$ cat config.mk
export PLATFORM = sky130hd
export DESIGN_NAME = qdimacs_char_parser
export DESIGN_NICKNAME = d
export VERILOG_FILES = /design/src/hdl/qdp_pkg.sv /design/src/hdl/qdp_step.sv /design/src/hdl/qdimacs_char_parser.sv
export SDC_FILE = /design/constraint.sdc
export NUM_CORES = 1
export LEC_CHECK = 0
export BUFFER_PORTS_ARGS = -buffer_cell sky130_fd_sc_hd__buf_2
export CAP_MARGIN = 20
export CORE_MARGIN = 4
export CORE_UTILIZATION = 63
export CTS_BUF_LIST = sky130_fd_sc_hd__clkbuf_16
export CTS_CLUSTER_SIZE = 8
export DETAILED_ROUTE_END_ITERATION = 8
export MAX_ROUTING_LAYER = met4
export PLACE_DENSITY = 0.86
export SYNTH_ARGS = -nofsm -noshare
export SYNTH_HDL_FRONTEND = slang
export SYNTH_SLANG_ARGS = --single-unit
export TNS_END_PERCENT = 20
$ cat constraint.sdc
create_clock -name clk -period 5.8 [get_ports clk]
set_input_delay 0.29 -clock clk [delete_from_list [all_inputs] [get_ports clk]]
set_output_delay 0.29 -clock clk [all_outputs]
set_load 0.05 [all_outputs]
$ cat src/hdl/qdp_pkg.sv
package qdp_pkg;

    // Parser modes
    typedef enum logic [3:0] {
        MODE_WAIT    = 4'd0,
        MODE_COMMENT = 4'd1,
        MODE_PC      = 4'd2,
        MODE_PN      = 4'd3,
        MODE_PF      = 4'd4,
        MODE_VSTART  = 4'd5,
        MODE_VNUM    = 4'd6,
        MODE_GAP     = 4'd7,
        MODE_CNUM    = 4'd8,
        MODE_CLAUSE  = 4'd9,
        MODE_SCOPE   = 4'd10,
        MODE_NEG     = 4'd11,
        MODE_LIT     = 4'd12,
        MODE_HALT    = 4'd13
    } mode_t;

    // Event kinds
    typedef enum logic [2:0] {
        EV_VARS    = 3'd0,
        EV_CLAUSES = 3'd1,
        EV_FORALL  = 3'd2,
        EV_EXISTS  = 3'd3,
        EV_LIT     = 3'd4,
        EV_DONE    = 3'd5,
        EV_ERR     = 3'd6
    } ev_kind_t;

    // Error codes
    typedef enum logic [2:0] {
        ERR_NONE        = 3'd0,
        ERR_NO_PREAMBLE = 3'd1,
        ERR_BAD_PREAMBLE = 3'd2,
        ERR_NEED_DIG_MIN = 3'd3,
        ERR_NEED_DIG    = 3'd4,
        ERR_EMPTY       = 3'd5,
        ERR_OVERFLOW    = 3'd6
    } err_code_t;

    // Characters
    localparam logic [7:0] CH_P     = 8'h70;
    localparam logic [7:0] CH_C     = 8'h63;
    localparam logic [7:0] CH_N     = 8'h6e;
    localparam logic [7:0] CH_F     = 8'h66;
    localparam logic [7:0] CH_A     = 8'h61;
    localparam logic [7:0] CH_E     = 8'h65;
    localparam logic [7:0] CH_MINUS = 8'h2d;
    localparam logic [7:0] CH_ZERO  = 8'h30;
    localparam logic [7:0] CH_NINE  = 8'h39;
    localparam logic [7:0] CH_LF    = 8'h0a;
    localparam logic [7:0] CH_SPACE = 8'h20;
    localparam logic [7:0] CH_TAB   = 8'h09;
    localparam logic [7:0] CH_CR    = 8'h0d;

    localparam int VALUE_W = 32;

    // One parse event
    typedef struct packed {
        ev_kind_t             kind;
        logic [VALUE_W-1:0]   value;
        err_code_t            code;
    } event_t;

    // What one input item produces
    typedef struct packed {
        logic [1:0] count;
        event_t     ev0;
        event_t     ev1;
    } step_out_t;

endpackage

$ cat src/hdl/qdp_step.sv
module qdp_step #(
    parameter int NUMBER_BITS = 32
) (
    input  qdp_pkg::mode_t           mode,
    input  logic [NUMBER_BITS-2:0]   acc,
    input  logic                     neg,
    input  logic                     seen,
    input  logic [7:0]               char_code,
    input  logic                     end_of_input,
    output qdp_pkg::mode_t           mode_next,
    output logic [NUMBER_BITS-2:0]   acc_next,
    output logic                     neg_next,
    output logic                     seen_next,
    output qdp_pkg::step_out_t       result
);

    localparam int PW = NUMBER_BITS + 3;
    localparam logic [PW-1:0] LIMIT = (PW'(1) << (NUMBER_BITS - 1)) - PW'(1);

    logic                      is_ws;
    logic                      is_dig;
    logic [3:0]                dval;
    logic [PW-1:0]             prod;
    logic                      ovf;
    logic [qdp_pkg::VALUE_W-1:0] acc_ext;
    logic [qdp_pkg::VALUE_W-1:0] lit_val;
    logic [7:0]                want;

    // clause-section handling of the current byte
    logic                      allow_scope;
    logic                      cl_emit;
    qdp_pkg::event_t           cl_ev;
    qdp_pkg::mode_t            cl_mode;
    logic                      cl_load;
    logic                      cl_neg;

    qdp_pkg::event_t           ev_none;
    qdp_pkg::event_t           ev_num;

    // Classify the byte and grow the accumulator by one digit
    always_comb
    begin
        is_ws   = (char_code == qdp_pkg::CH_SPACE) ||
                  (char_code >= qdp_pkg::CH_TAB && char_code <= qdp_pkg::CH_CR);
        is_dig  = (char_code >= qdp_pkg::CH_ZERO) && (char_code <= qdp_pkg::CH_NINE);
        dval    = char_code[3:0];
        prod    = (PW'(acc) << 3) + (PW'(acc) << 1) + PW'(dval);
        ovf     = prod > LIMIT;
        acc_ext = qdp_pkg::VALUE_W'(acc);
        lit_val = neg ? (~acc_ext + qdp_pkg::VALUE_W'(1)) : acc_ext;
        want    = (mode == qdp_pkg::MODE_PC) ? qdp_pkg::CH_C :
                  ((mode == qdp_pkg::MODE_PN) ? qdp_pkg::CH_N : qdp_pkg::CH_F);
        ev_none = '{kind: qdp_pkg::EV_VARS, value: '0, code: qdp_pkg::ERR_NONE};
    end

    // Decide what a byte does in the clause section
    always_comb
    begin
        allow_scope = (mode != qdp_pkg::MODE_SCOPE);
        cl_emit     = 1'b0;
        cl_ev       = ev_none;
        cl_mode     = allow_scope ? qdp_pkg::MODE_CLAUSE : qdp_pkg::MODE_SCOPE;
        cl_load     = 1'b0;
        cl_neg      = neg;
        if (is_ws)
        begin
            cl_emit = 1'b0;
        end
        else if (allow_scope && (char_code == qdp_pkg::CH_A || char_code == qdp_pkg::CH_E))
        begin
            cl_emit    = 1'b1;
            cl_ev.kind = (char_code == qdp_pkg::CH_A) ? qdp_pkg::EV_FORALL
                                                      : qdp_pkg::EV_EXISTS;
            cl_mode    = qdp_pkg::MODE_SCOPE;
        end
        else if (is_dig)
        begin
            cl_neg  = 1'b0;
            cl_load = 1'b1;
            cl_mode = qdp_pkg::MODE_LIT;
        end
        else if (char_code == qdp_pkg::CH_MINUS)
        begin
            cl_neg  = 1'b1;
            cl_mode = qdp_pkg::MODE_NEG;
        end
        else
        begin
            cl_emit    = 1'b1;
            cl_ev.kind = qdp_pkg::EV_ERR;
            cl_ev.code = qdp_pkg::ERR_NEED_DIG_MIN;
            cl_mode    = qdp_pkg::MODE_HALT;
        end
    end

    // Next state and events
    always_comb
    begin
        mode_next = mode;
        acc_next  = acc;
        neg_next  = neg;
        seen_next = seen;
        result    = '{count: 2'd0, ev0: ev_none, ev1: ev_none};
        ev_num    = ev_none;

        if (mode == qdp_pkg::MODE_HALT)
        begin
            mode_next = qdp_pkg::MODE_HALT;
        end
        else if (end_of_input)
        begin
            mode_next        = qdp_pkg::MODE_HALT;
            result.count     = 2'd1;
            result.ev0.kind  = qdp_pkg::EV_ERR;
            unique case (mode)
                qdp_pkg::MODE_WAIT:
                    result.ev0.code = seen ? qdp_pkg::ERR_NO_PREAMBLE : qdp_pkg::ERR_EMPTY;
                qdp_pkg::MODE_COMMENT:
                    result.ev0.code = qdp_pkg::ERR_NO_PREAMBLE;
                qdp_pkg::MODE_VNUM:
                begin
                    result.count     = 2'd2;
                    result.ev0       = ev_none;
                    result.ev0.kind  = qdp_pkg::EV_VARS;
                    result.ev0.value = acc_ext;
                    result.ev1.kind  = qdp_pkg::EV_ERR;
                    result.ev1.code  = qdp_pkg::ERR_BAD_PREAMBLE;
                end
                qdp_pkg::MODE_CNUM, qdp_pkg::MODE_LIT:
                begin
                    result.count     = 2'd2;
                    result.ev0       = ev_none;
                    result.ev0.kind  = (mode == qdp_pkg::MODE_CNUM) ? qdp_pkg::EV_CLAUSES
                                                                   : qdp_pkg::EV_LIT;
                    result.ev0.value = (mode == qdp_pkg::MODE_CNUM) ? acc_ext : lit_val;
                    result.ev1.kind  = qdp_pkg::EV_DONE;
                end
                qdp_pkg::MODE_NEG:
                    result.ev0.code = qdp_pkg::ERR_NEED_DIG;
                qdp_pkg::MODE_CLAUSE, qdp_pkg::MODE_SCOPE:
                    result.ev0.kind = qdp_pkg::EV_DONE;
                default:
                    result.ev0.code = qdp_pkg::ERR_BAD_PREAMBLE;
            endcase
        end
        else
        begin
            seen_next = 1'b1;
            unique case (mode)
                qdp_pkg::MODE_WAIT:
                begin
                    if (!is_ws)
                    begin
                        if (char_code == qdp_pkg::CH_C)
                            mode_next = qdp_pkg::MODE_COMMENT;
                        else if (char_code == qdp_pkg::CH_P)
                            mode_next = qdp_pkg::MODE_PC;
                        else
                        begin
                            mode_next       = qdp_pkg::MODE_HALT;
                            result.count    = 2'd1;
                            result.ev0.kind = qdp_pkg::EV_ERR;
                            result.ev0.code = qdp_pkg::ERR_NO_PREAMBLE;
                        end
                    end
                end
                qdp_pkg::MODE_COMMENT:
                begin
                    if (char_code == qdp_pkg::CH_LF)
                        mode_next = qdp_pkg::MODE_WAIT;
                end
                qdp_pkg::MODE_PC, qdp_pkg::MODE_PN, qdp_pkg::MODE_PF:
                begin
                    if (!is_ws)
                    begin
                        if (char_code == want)
                            mode_next = qdp_pkg::mode_t'(mode + 4'd1);
                        else
                        begin
                            mode_next       = qdp_pkg::MODE_HALT;
                            result.count    = 2'd1;
                            result.ev0.kind = qdp_pkg::EV_ERR;
                            result.ev0.code = qdp_pkg::ERR_BAD_PREAMBLE;
                        end
                    end
                end
                qdp_pkg::MODE_VSTART, qdp_pkg::MODE_GAP:
                begin
                    if (!is_ws)
                    begin
                        if (is_dig)
                        begin
                            acc_next  = (NUMBER_BITS-1)'(dval);
                            mode_next = (mode == qdp_pkg::MODE_VSTART) ? qdp_pkg::MODE_VNUM
                                                                       : qdp_pkg::MODE_CNUM;
                        end
                        else
                        begin
                            mode_next       = qdp_pkg::MODE_HALT;
                            result.count    = 2'd1;
                            result.ev0.kind = qdp_pkg::EV_ERR;
                            result.ev0.code = qdp_pkg::ERR_BAD_PREAMBLE;
                        end
                    end
                end
                qdp_pkg::MODE_VNUM, qdp_pkg::MODE_CNUM, qdp_pkg::MODE_LIT:
                begin
                    if (is_dig)
                    begin
                        if (ovf)
                        begin
                            mode_next       = qdp_pkg::MODE_HALT;
                            result.count    = 2'd1;
                            result.ev0.kind = qdp_pkg::EV_ERR;
                            result.ev0.code = qdp_pkg::ERR_OVERFLOW;
                        end
                        else
                            acc_next = prod[NUMBER_BITS-2:0];
                    end
                    else
                    begin
                        ev_num.kind  = (mode == qdp_pkg::MODE_VNUM) ? qdp_pkg::EV_VARS :
                                       ((mode == qdp_pkg::MODE_CNUM) ? qdp_pkg::EV_CLAUSES
                                                                    : qdp_pkg::EV_LIT);
                        ev_num.value = (mode == qdp_pkg::MODE_LIT) ? lit_val : acc_ext;
                        result.ev0   = ev_num;
                        if (mode == qdp_pkg::MODE_VNUM)
                        begin
                            if (is_ws)
                            begin
                                mode_next    = qdp_pkg::MODE_GAP;
                                result.count = 2'd1;
                            end
                            else
                            begin
                                mode_next       = qdp_pkg::MODE_HALT;
                                result.count    = 2'd2;
                                result.ev1.kind = qdp_pkg::EV_ERR;
                                result.ev1.code = qdp_pkg::ERR_BAD_PREAMBLE;
                            end
                        end
                        else
                        begin
                            // the ending byte then starts the clause section
                            result.count = cl_emit ? 2'd2 : 2'd1;
                            result.ev1   = cl_ev;
                            mode_next    = cl_mode;
                            neg_next     = cl_neg;
                            if (cl_load)
                                acc_next = (NUMBER_BITS-1)'(dval);
                        end
                    end
                end
                qdp_pkg::MODE_CLAUSE, qdp_pkg::MODE_SCOPE:
                begin
                    result.count = cl_emit ? 2'd1 : 2'd0;
                    result.ev0   = cl_ev;
                    mode_next    = cl_mode;
                    neg_next     = cl_neg;
                    if (cl_load)
                        acc_next = (NUMBER_BITS-1)'(dval);
                end
                qdp_pkg::MODE_NEG:
                begin
                    if (is_dig)
                    begin
                        acc_next  = (NUMBER_BITS-1)'(dval);
                        mode_next = qdp_pkg::MODE_LIT;
                    end
                    else
                    begin
                        mode_next       = qdp_pkg::MODE_HALT;
                        result.count    = 2'd1;
                        result.ev0.kind = qdp_pkg::EV_ERR;
                        result.ev0.code = qdp_pkg::ERR_NEED_DIG;
                    end
                end
                default:
                    mode_next = qdp_pkg::MODE_HALT;
            endcase
        end
    end

endmodule

$ cat src/hdl/qdimacs_char_parser.sv
// Channel  Dir  tdata (low bit up)                          tuser          tlast
// s_axis   in   char_code[7:0]                              end_of_input   -
// m_axis   out  event_value[31:0], error_code[34:32], pad   event_kind     last_of_run
//
// Each item passes an input register, then combinational parse logic that writes
// up to two events into a four-entry result queue; one item per cycle while the
// queue has room. An item's first event reaches m_axis from the queue register.
// Two events per item drain at one per cycle, so long runs of them stall s_axis
// once the queue holds three or more entries. rst_n (async, low) returns the
// parser to the wait-for-preamble mode; after done or error, items are dropped.
module qdimacs_char_parser #(
    parameter int NUMBER_BITS = 32
) (
    input  logic        clk,
    input  logic        rst_n,
    input  logic        s_axis_tvalid,
    output logic        s_axis_tready,
    input  logic [7:0]  s_axis_tdata,   // char_code
    input  logic        s_axis_tuser,   // end_of_input
    output logic        m_axis_tvalid,
    input  logic        m_axis_tready,
    output logic [39:0] m_axis_tdata,   // event_value[31:0], error_code[34:32]
    output logic [2:0]  m_axis_tuser,   // event_kind
    output logic        m_axis_tlast    // last_of_run
);

    typedef struct packed {
        qdp_pkg::event_t ev;
        logic            last;
    } qentry_t;

    logic                    stage_valid_reg;
    logic [7:0]              stage_char_reg;
    logic                    stage_eof_reg;

    qdp_pkg::mode_t          mode_reg, mode_next;
    logic [NUMBER_BITS-2:0]  acc_reg, acc_next;
    logic                    neg_reg, neg_next;
    logic                    seen_reg, seen_next;
    qdp_pkg::step_out_t      step_res;

    qentry_t                 queue_reg [4];
    logic [1:0]              wr_ptr_reg, wr_ptr_next;
    logic [1:0]              rd_ptr_reg, rd_ptr_next;
    logic [2:0]              count_reg, count_next;

    logic                    room;
    logic                    proc;
    logic                    pop;
    logic [1:0]              push_n;

    assign room          = (count_reg <= 3'd2);
    assign proc          = stage_valid_reg && room;
    assign s_axis_tready = !stage_valid_reg || room;
    assign pop           = m_axis_tvalid && m_axis_tready;
    assign push_n        = proc ? step_res.count : 2'd0;

    qdp_step #(
        .NUMBER_BITS (NUMBER_BITS)
    ) u_step (
        .mode         (mode_reg),
        .acc          (acc_reg),
        .neg          (neg_reg),
        .seen         (seen_reg),
        .char_code    (stage_char_reg),
        .end_of_input (stage_eof_reg),
        .mode_next    (mode_next),
        .acc_next     (acc_next),
        .neg_next     (neg_next),
        .seen_next    (seen_next),
        .result       (step_res)
    );

    // Hold the accepted item in the input register
    always_ff @(posedge clk or negedge rst_n)
    begin
        if (!rst_n)
            stage_valid_reg <= 1'b0;
        else if (s_axis_tready)
            stage_valid_reg <= s_axis_tvalid;
    end

    always_ff @(posedge clk)
    begin
        if (s_axis_tready && s_axis_tvalid)
        begin
            stage_char_reg <= s_axis_tdata;
            stage_eof_reg  <= s_axis_tuser;
        end
    end

    // Advance parser state
    always_ff @(posedge clk or negedge rst_n)
    begin
        if (!rst_n)
        begin
            mode_reg <= qdp_pkg::MODE_WAIT;
            acc_reg  <= '0;
            neg_reg  <= 1'b0;
            seen_reg <= 1'b0;
        end
        else if (proc)
        begin
            mode_reg <= mode_next;
            acc_reg  <= acc_next;
            neg_reg  <= neg_next;
            seen_reg <= seen_next;
        end
    end

    // Queue pointers
    always_comb
    begin
        wr_ptr_next = wr_ptr_reg + push_n;
        rd_ptr_next = rd_ptr_reg + {1'b0, pop};
        count_next  = count_reg + {1'b0, push_n} - {2'b00, pop};
    end

    always_ff @(posedge clk or negedge rst_n)
    begin
        if (!rst_n)
        begin
            wr_ptr_reg <= '0;
            rd_ptr_reg <= '0;
            count_reg  <= '0;
        end
        else
        begin
            wr_ptr_reg <= wr_ptr_next;
            rd_ptr_reg <= rd_ptr_next;
            count_reg  <= count_next;
        end
    end

    // Write the events of one item
    always_ff @(posedge clk)
    begin
        if (push_n != 2'd0)
            queue_reg[wr_ptr_reg] <= '{ev: step_res.ev0, last: (push_n == 2'd1)};
        if (push_n == 2'd2)
            queue_reg[wr_ptr_reg + 2'd1] <= '{ev: step_res.ev1, last: 1'b1};
    end

    // Present the head event
    assign m_axis_tvalid = (count_reg != 3'd0);
    assign m_axis_tdata  = {5'b00000, queue_reg[rd_ptr_reg].ev.code,
                            queue_reg[rd_ptr_reg].ev.value};
    assign m_axis_tuser  = queue_reg[rd_ptr_reg].ev.kind;
    assign m_axis_tlast  = queue_reg[rd_ptr_reg].last;

endmodule

# --- Yosys cells after proc, flatten, opt, wreduce, memory -nomap -nowiden ---
# Memory sizes are Yosys's and may differ from the RTL's.
# Cells that the tools add are included.
word_totals:
  reg_bits: 54
  mem_bits_rw: 156
  output_inout_bits: 46
  wordCells: 196
  memories: 1
mem_list:
  columns: ["name", "depth", "word_bits", "read_ports", "rd_clocked_by_memory_dff", "write_ports", "line", "text"]
  rows:
  - ["queue_reg", 4, 39, 1, 0, 2, "qdimacs_char_parser.sv:42", "qentry_t queue_reg [4];"]
classes:
  n_addsub: 9
  n_lt_le_gt_ge: 6
  eq_ne: 34
  muxes: 108
  n_bitwise: 3
  reduce_logical: 25
op_table:
  columns: ["cell", "count"]
  rows:
  - ["2-to-1 mux 32 bit", 6]
  - ["2-to-1 mux 31 bit", 6]
  - ["one-hot mux 31 bit (4 select lines)", 1]
  - ["2-to-1 mux 4 bit", 23]
  - ["2-to-1 mux 78 bit", 1]
  - ["2-to-1 mux 38 bit", 2]
  - ["2-to-1 mux 3 bit", 22]
  - ["one-hot mux 32 bit (2 select lines)", 1]
  - ["2-to-1 mux 43 bit", 1]
  - ["adder 34 x 32 -> 35 bit", 1]
  - ["adder 35 x 4 -> 35 bit", 1]
  - ["> comparator 35 x 31 -> 1 bit, second input constant", 1]
  - ["adder 32 x 1 -> 32 bit, second input constant", 1]
  - ["equality test 8 x 7 -> 1 bit, second input constant", 4]
  - ["NOT 31 -> 32 bit", 1]
  - ["one-hot mux 5 bit (6 select lines)", 1]
  - ["one-hot mux 4 bit (7 select lines)", 1]
  - ["2-to-1 mux 5 bit", 5]
  - ["equality test 4 bit, second input constant", 6]
  - ["2-to-1 mux 2 bit", 11]
  - ["2-to-1 mux 1 bit", 21]
  - ["one-hot mux 3 bit (6 select lines)", 1]
  - ["equality test 4 x 3 -> 1 bit, second input constant", 4]
  - ["equality test 8 x 6 -> 1 bit, second input constant", 2]
  - ["42 further kinds", 61]

# --- Logic depth before layout (Yosys ltp) ---
depth:
  word_depth: 15
  depth_mapped: 20
  ltp_nobuf: 19

# --- Hierarchy ---
# From an unflattened synthesis, not the netlist that was laid out.
hier_totals:
  hier_cells: 1475
  hier_area_um2: 14762.9
modules_own_cells:
  columns: ["module", "instances", "cells_per_inst", "area_per_inst_um2"]
  rows:
  - ["qdimacs_char_parser", 1, 653, 9504.1]
  - ["qdp_step", 1, 822, 5258.8]

# --- Least setup slack after synthesis ---
# OpenSTA, ideal clock, no wires.
synth_path:
  path_kind: "register -> register"
  startpoint: "register stage_char_reg[3]"
  endpoint: "register count_reg[2]"
  setup_time_ns: 0.080
  t_arrival_ns: 4.839
  t_required_ns: 5.720
  setup_slack_ns: 0.881
  path_stages_with_launch: 21
  n_path_buf: 1
  synth_period_minus_slack_ns: 4.919
  path_cell_list: "edfxtp_1 > clkbuf_1 > inv_1 > fa_1 > inv_1 > ha_1 > a211oi_1 > o311ai_1 > nand4_1 > nand2_1 > a311o_1 > or3_4 > a2111oi_4 > a21boi_2 > o21ai_0 > ha_1 > inv_1 > ha_1 > fa_1 > xnor2_1 > xnor2_1"
synth_between:
  elab_chain_cells: 14
synth_lines:
  columns: ["element", "line", "text"]
  rows:
  - ["start: declaration", "qdimacs_char_parser.sv:33", "logic [7:0] stage_char_reg;"]
  - ["start signal: assignment", "qdimacs_char_parser.sv:87", "stage_char_reg <= s_axis_tdata;"]
  - ["parallel branches: the longest is 8 deep, another holds adder 35 x 4 -> 35 bit", null, null]
  - ["one-hot mux 5 bit (6 select lines) (*)", "qdp_step.sv:149", "unique case (mode)"]
  - ["2-to-1 mux 43 bit (*)", "qdp_step.sv:110", "else if (end_of_input)"]
  - ["2-to-1 mux 78 bit (*)", "qdp_step.sv:106", "if (mode == qdp_pkg::MODE_HALT)"]
  - ["2-to-1 mux 2 bit (*)", "qdimacs_char_parser.sv:56", "assign push_n = proc ? step_res.count : 2'd0;"]
  - ["adder 3 x 2 -> 3 bit (*)", "qdimacs_char_parser.sv:116", "count_next = count_reg + {1'b0, push_n} - {2'b00, pop};"]
  - ["subtractor 3 x 1 -> 3 bit (*)", "qdimacs_char_parser.sv:116", null]
  - ["named net count_next[2]", "qdimacs_char_parser.sv:45", "logic [2:0] count_reg, count_next;"]
  - ["end signal: assignment", "qdimacs_char_parser.sv:131", "count_reg <= count_next;"]
  - ["end: declaration", "qdimacs_char_parser.sv:45", null]
# Mark *: on every way through the listed nets, which the timed path passes.
# A chain may end at the register's enable or synchronous reset.

# --- Final worst setup path ---
# Same ends and word-level chain as after synthesis.

==> results.cfg <==
[layout]
drive_above_1_share_pct = 13.2
layout.nets = 1531
area_growth_pct = 11.0
diodes = 0
stdcell_count = 1720
seqCellArea_um2 = 4720
multi_input_area_um2 = 7510
fillers = 1451
largest_reg_flops = 156

[cts]
cts_resized = 0
clkLatencyLatePin_ns = 0.56
root_buffer = clkbuf_16
postCtsSetupBuffers = 0
cts_max_level = 1
cts_buffers = 30
path_clk_slew_ns = 0.05
holdBufCountCts = 11
cts.sinks = 210
cts_tree = done
clockBufferDepth = 3

[synthesis]
syn_area_per_cell_um2 = 8.94
async_flop_share_pct = 21.4
ys_seq_area_share_pct = 37.1
ys_warn_count = 0
yosysTopAreaCell = dfxtp_1
ys_top_cells_by_count = nor2_1, dfxtp_1, nand2_1
syn-instance-count = 1421
syn_area_um2 = 12700
synth_fa_ha_area_share_pct = 7.46
synth-edff-count = 29
synthFlopType = dfxtp_1
synth_compound_area_share_pct = 24.7
yosys.area_share.simple_pct = 16.8
synth.distinct_cells = 80
yosys-top-cells-area = dfxtp_1, dfrtp_1, a22oi_1
yosys-mux-area-fraction_pct = 7.25
synth_top_area_share_pct = 21.4
post-synth-top-count-cell = nor2_1
ys_ff_latch = 210
synth_xor_area_share_pct = 2.27
synth_top_family_by_area = compound AO/OA/AOI/OAI gates

[worst_setup_path]
cp-end-kind = flip-flop
crit_path_max_fanout = 10
crit_family = compound AO/OA/AOI/OAI gates
crit_arrival_ns = 5.89
path_class = reg2reg
required_ns = 6.28
cp-start-kind = flip-flop
slowest_delay_ns = 0.61
crit_chain = inv_1 > fa_1 > inv_1 > ha_1 > a211oi_1 > o311ai_1 > nand4_1 > nand2_1 > a311o_1 > o211ai_1 > a2111oi_4 > a21boi_2 > o21ai_0 > ha_1 > inv_1 > ha_1 > fa_1 > xnor2_1 > xnor2_1
cpMaxStageDelayCell = fa_1
critPathBufInv = 3

[die]
initial_core_util_pct = 64.7
die_area_um2 = 22500
rows = 51
core_area_um2 = 19700
die_w_um = 150
ios = 59
die-height_um = 150

[global_routing]
grt_overflow_total = 0
antenna_found_initial = 0
grt_max_degree = 46
grt_pass1_vias = 11600
grt_usage_pct = 33.5
grt_first_pass_wirelength_um = 59900

[detailed_routing]
drt_drc_violations_left = 0
antenna_left = 0
initialDrtViolationCount = 1269
viasPerCell = 6.94
wire_per_inst_um = 21.3
wirelength_um = 36700
drt_pass1_iterations = 5
dr_total_vias = 11900

[sta]
slew_violations = 0
clock_skew_ns = 0.0139
max_freq_mhz = 185
hold_viol = 0
max-slew-margin-rel_pct = 26.7
rsz0062_at_grt = false
worst_pin_slew_ns = 1.09
setup_viol = 0
min_period_ns = 5.40
min_period_over_period_pct = 93.2
fin_setup_tns_ns = 0

[placement]
numPlacedInstances = 1664
gp_congestion = 0.993
dpl.hpwl_um = 23600
portBuffers = 53

[pwr]
power_density_nw_per_um2 = 338
peakVddDrop_uv = 373
p_leak_nw = 5.87

[hold_path]
hold_class = in2reg

[outcome]
run_status = finished, final reports clean

[flow_run]
maxCapViolations = 0
==> through the flow <==
| step | hold slack (ns) | instance area (µm²) | total power [mW] | util [%] | setup slack [ns] |
|---|---|---|---|---|---|
| 3_5_place_dp | 0.453 | 13100 | 3.18 | 66.8 | 0.469 |
| 5_1_grt | 0.118 | 14100 | 4.97 | 71.8 | 0.0227 |
| 3_3_place_gp | 0.441 | 13100 | 3.16 | 66.8 | 0.635 |
| 6_report | 0.107 | 14100 | 4.77 | 71.8 | 0.396 |
| 2_1_floorplan | -0.00559 | 12700 | 2.78 | - | 0.881 |
| 4_1_cts | 0.100 | 14100 | 4.73 | 71.6 | 0.414 |
==> final cells by class <==
cell class | instances | area share (%)
multi-input cells | 1082 | 53.2
repair buffers | 92 | 4.36
clock inverters | 13 | 0.532
clock buffers | 30 | 5.32
well taps | 265 | 2.35
inverters | 28 | 0.745
flip-flops and latches | 210 | 33.5
==> worst paths after layout <==
path | to | slack [ns] | from | depth (start not counted)
min in group asynchronous | stage_valid_reg$_DFFE_PN0N_ | 0.16 | rst_n | 2
hold reg to reg | queue_reg[2][3]$_SDFFE_PP0P_ | 0.46 | queue_reg[2][3]$_SDFFE_PP0P_ | 2
setup reg to reg | count_reg[2]$_DFF_PN0_ | 0.40 | stage_char_reg[3]$_DFFE_PP_ | 19
max in group asynchronous | acc_reg[15]$_DFFE_PN0P_ | 5.12 | rst_n | 3
setup / recovery | count_reg[2]$_DFF_PN0_ | 0.40 | stage_char_reg[3]$_DFFE_PP_ | 19
hold / removal | rd_ptr_reg[0]$_DFF_PN0_ | 0.11 | m_axis_tready | 3
==> cell usage in the layout, fill, tap and decap left out, types with 13 or more instances in the layout <==
cell         n
a21o_1      13
a21oi_1     69
a22oi_1    122
a311oi_1    29
buf_2       53
buf_4       26
clkbuf_16   31
dfrtp_1     43
dfxtp_1    136
edfxtp_1    29
ha_1        71
inv_1       38
mux4_2      39
nand2_1    130
nand3_1     20
nor2_1     216
nor3_1      20
o211ai_1    16
o21ai_0     68
o22ai_1     18
o31ai_1     13
xnor2_1     20
xor2_1      13
==> per-layer routing <==
layer / track usage (%) / part of all wire (%) / vias to the layer above
met4: 11.7 / 2.8 / 0
li1: - / - / 5362
met3: 4.72 / 10 / 96
met1: 44.3 / 40 / 5789
met5: - / 0 / -
met2: 53.4 / 47 / 682
==> kinds of logic (layout without fill, tap and decap cells) <==
family          after synthesis  in the layout
fa+ha+maj                    74             74
buf+inv                     133            163
mux                          43             43
other cells                   1              5
simple gates                478            478
flops                       210            210
compound gates              449            449
xor+xnor                     33             33
==> worst min-delay path: stages <==
cell and delay (ns):
buf_2 0.07, and2_1 0.14, ha_1 0.13
==> power breakdown <==
group          total [mW]  switching [mW]  internal [mW]
Sequential           1.74           0.169           1.57
Combinational        1.48           0.996          0.481
Clock                1.55           0.642          0.913
Total                4.77            1.81           2.96
Power figures use the tool's default switching activity.
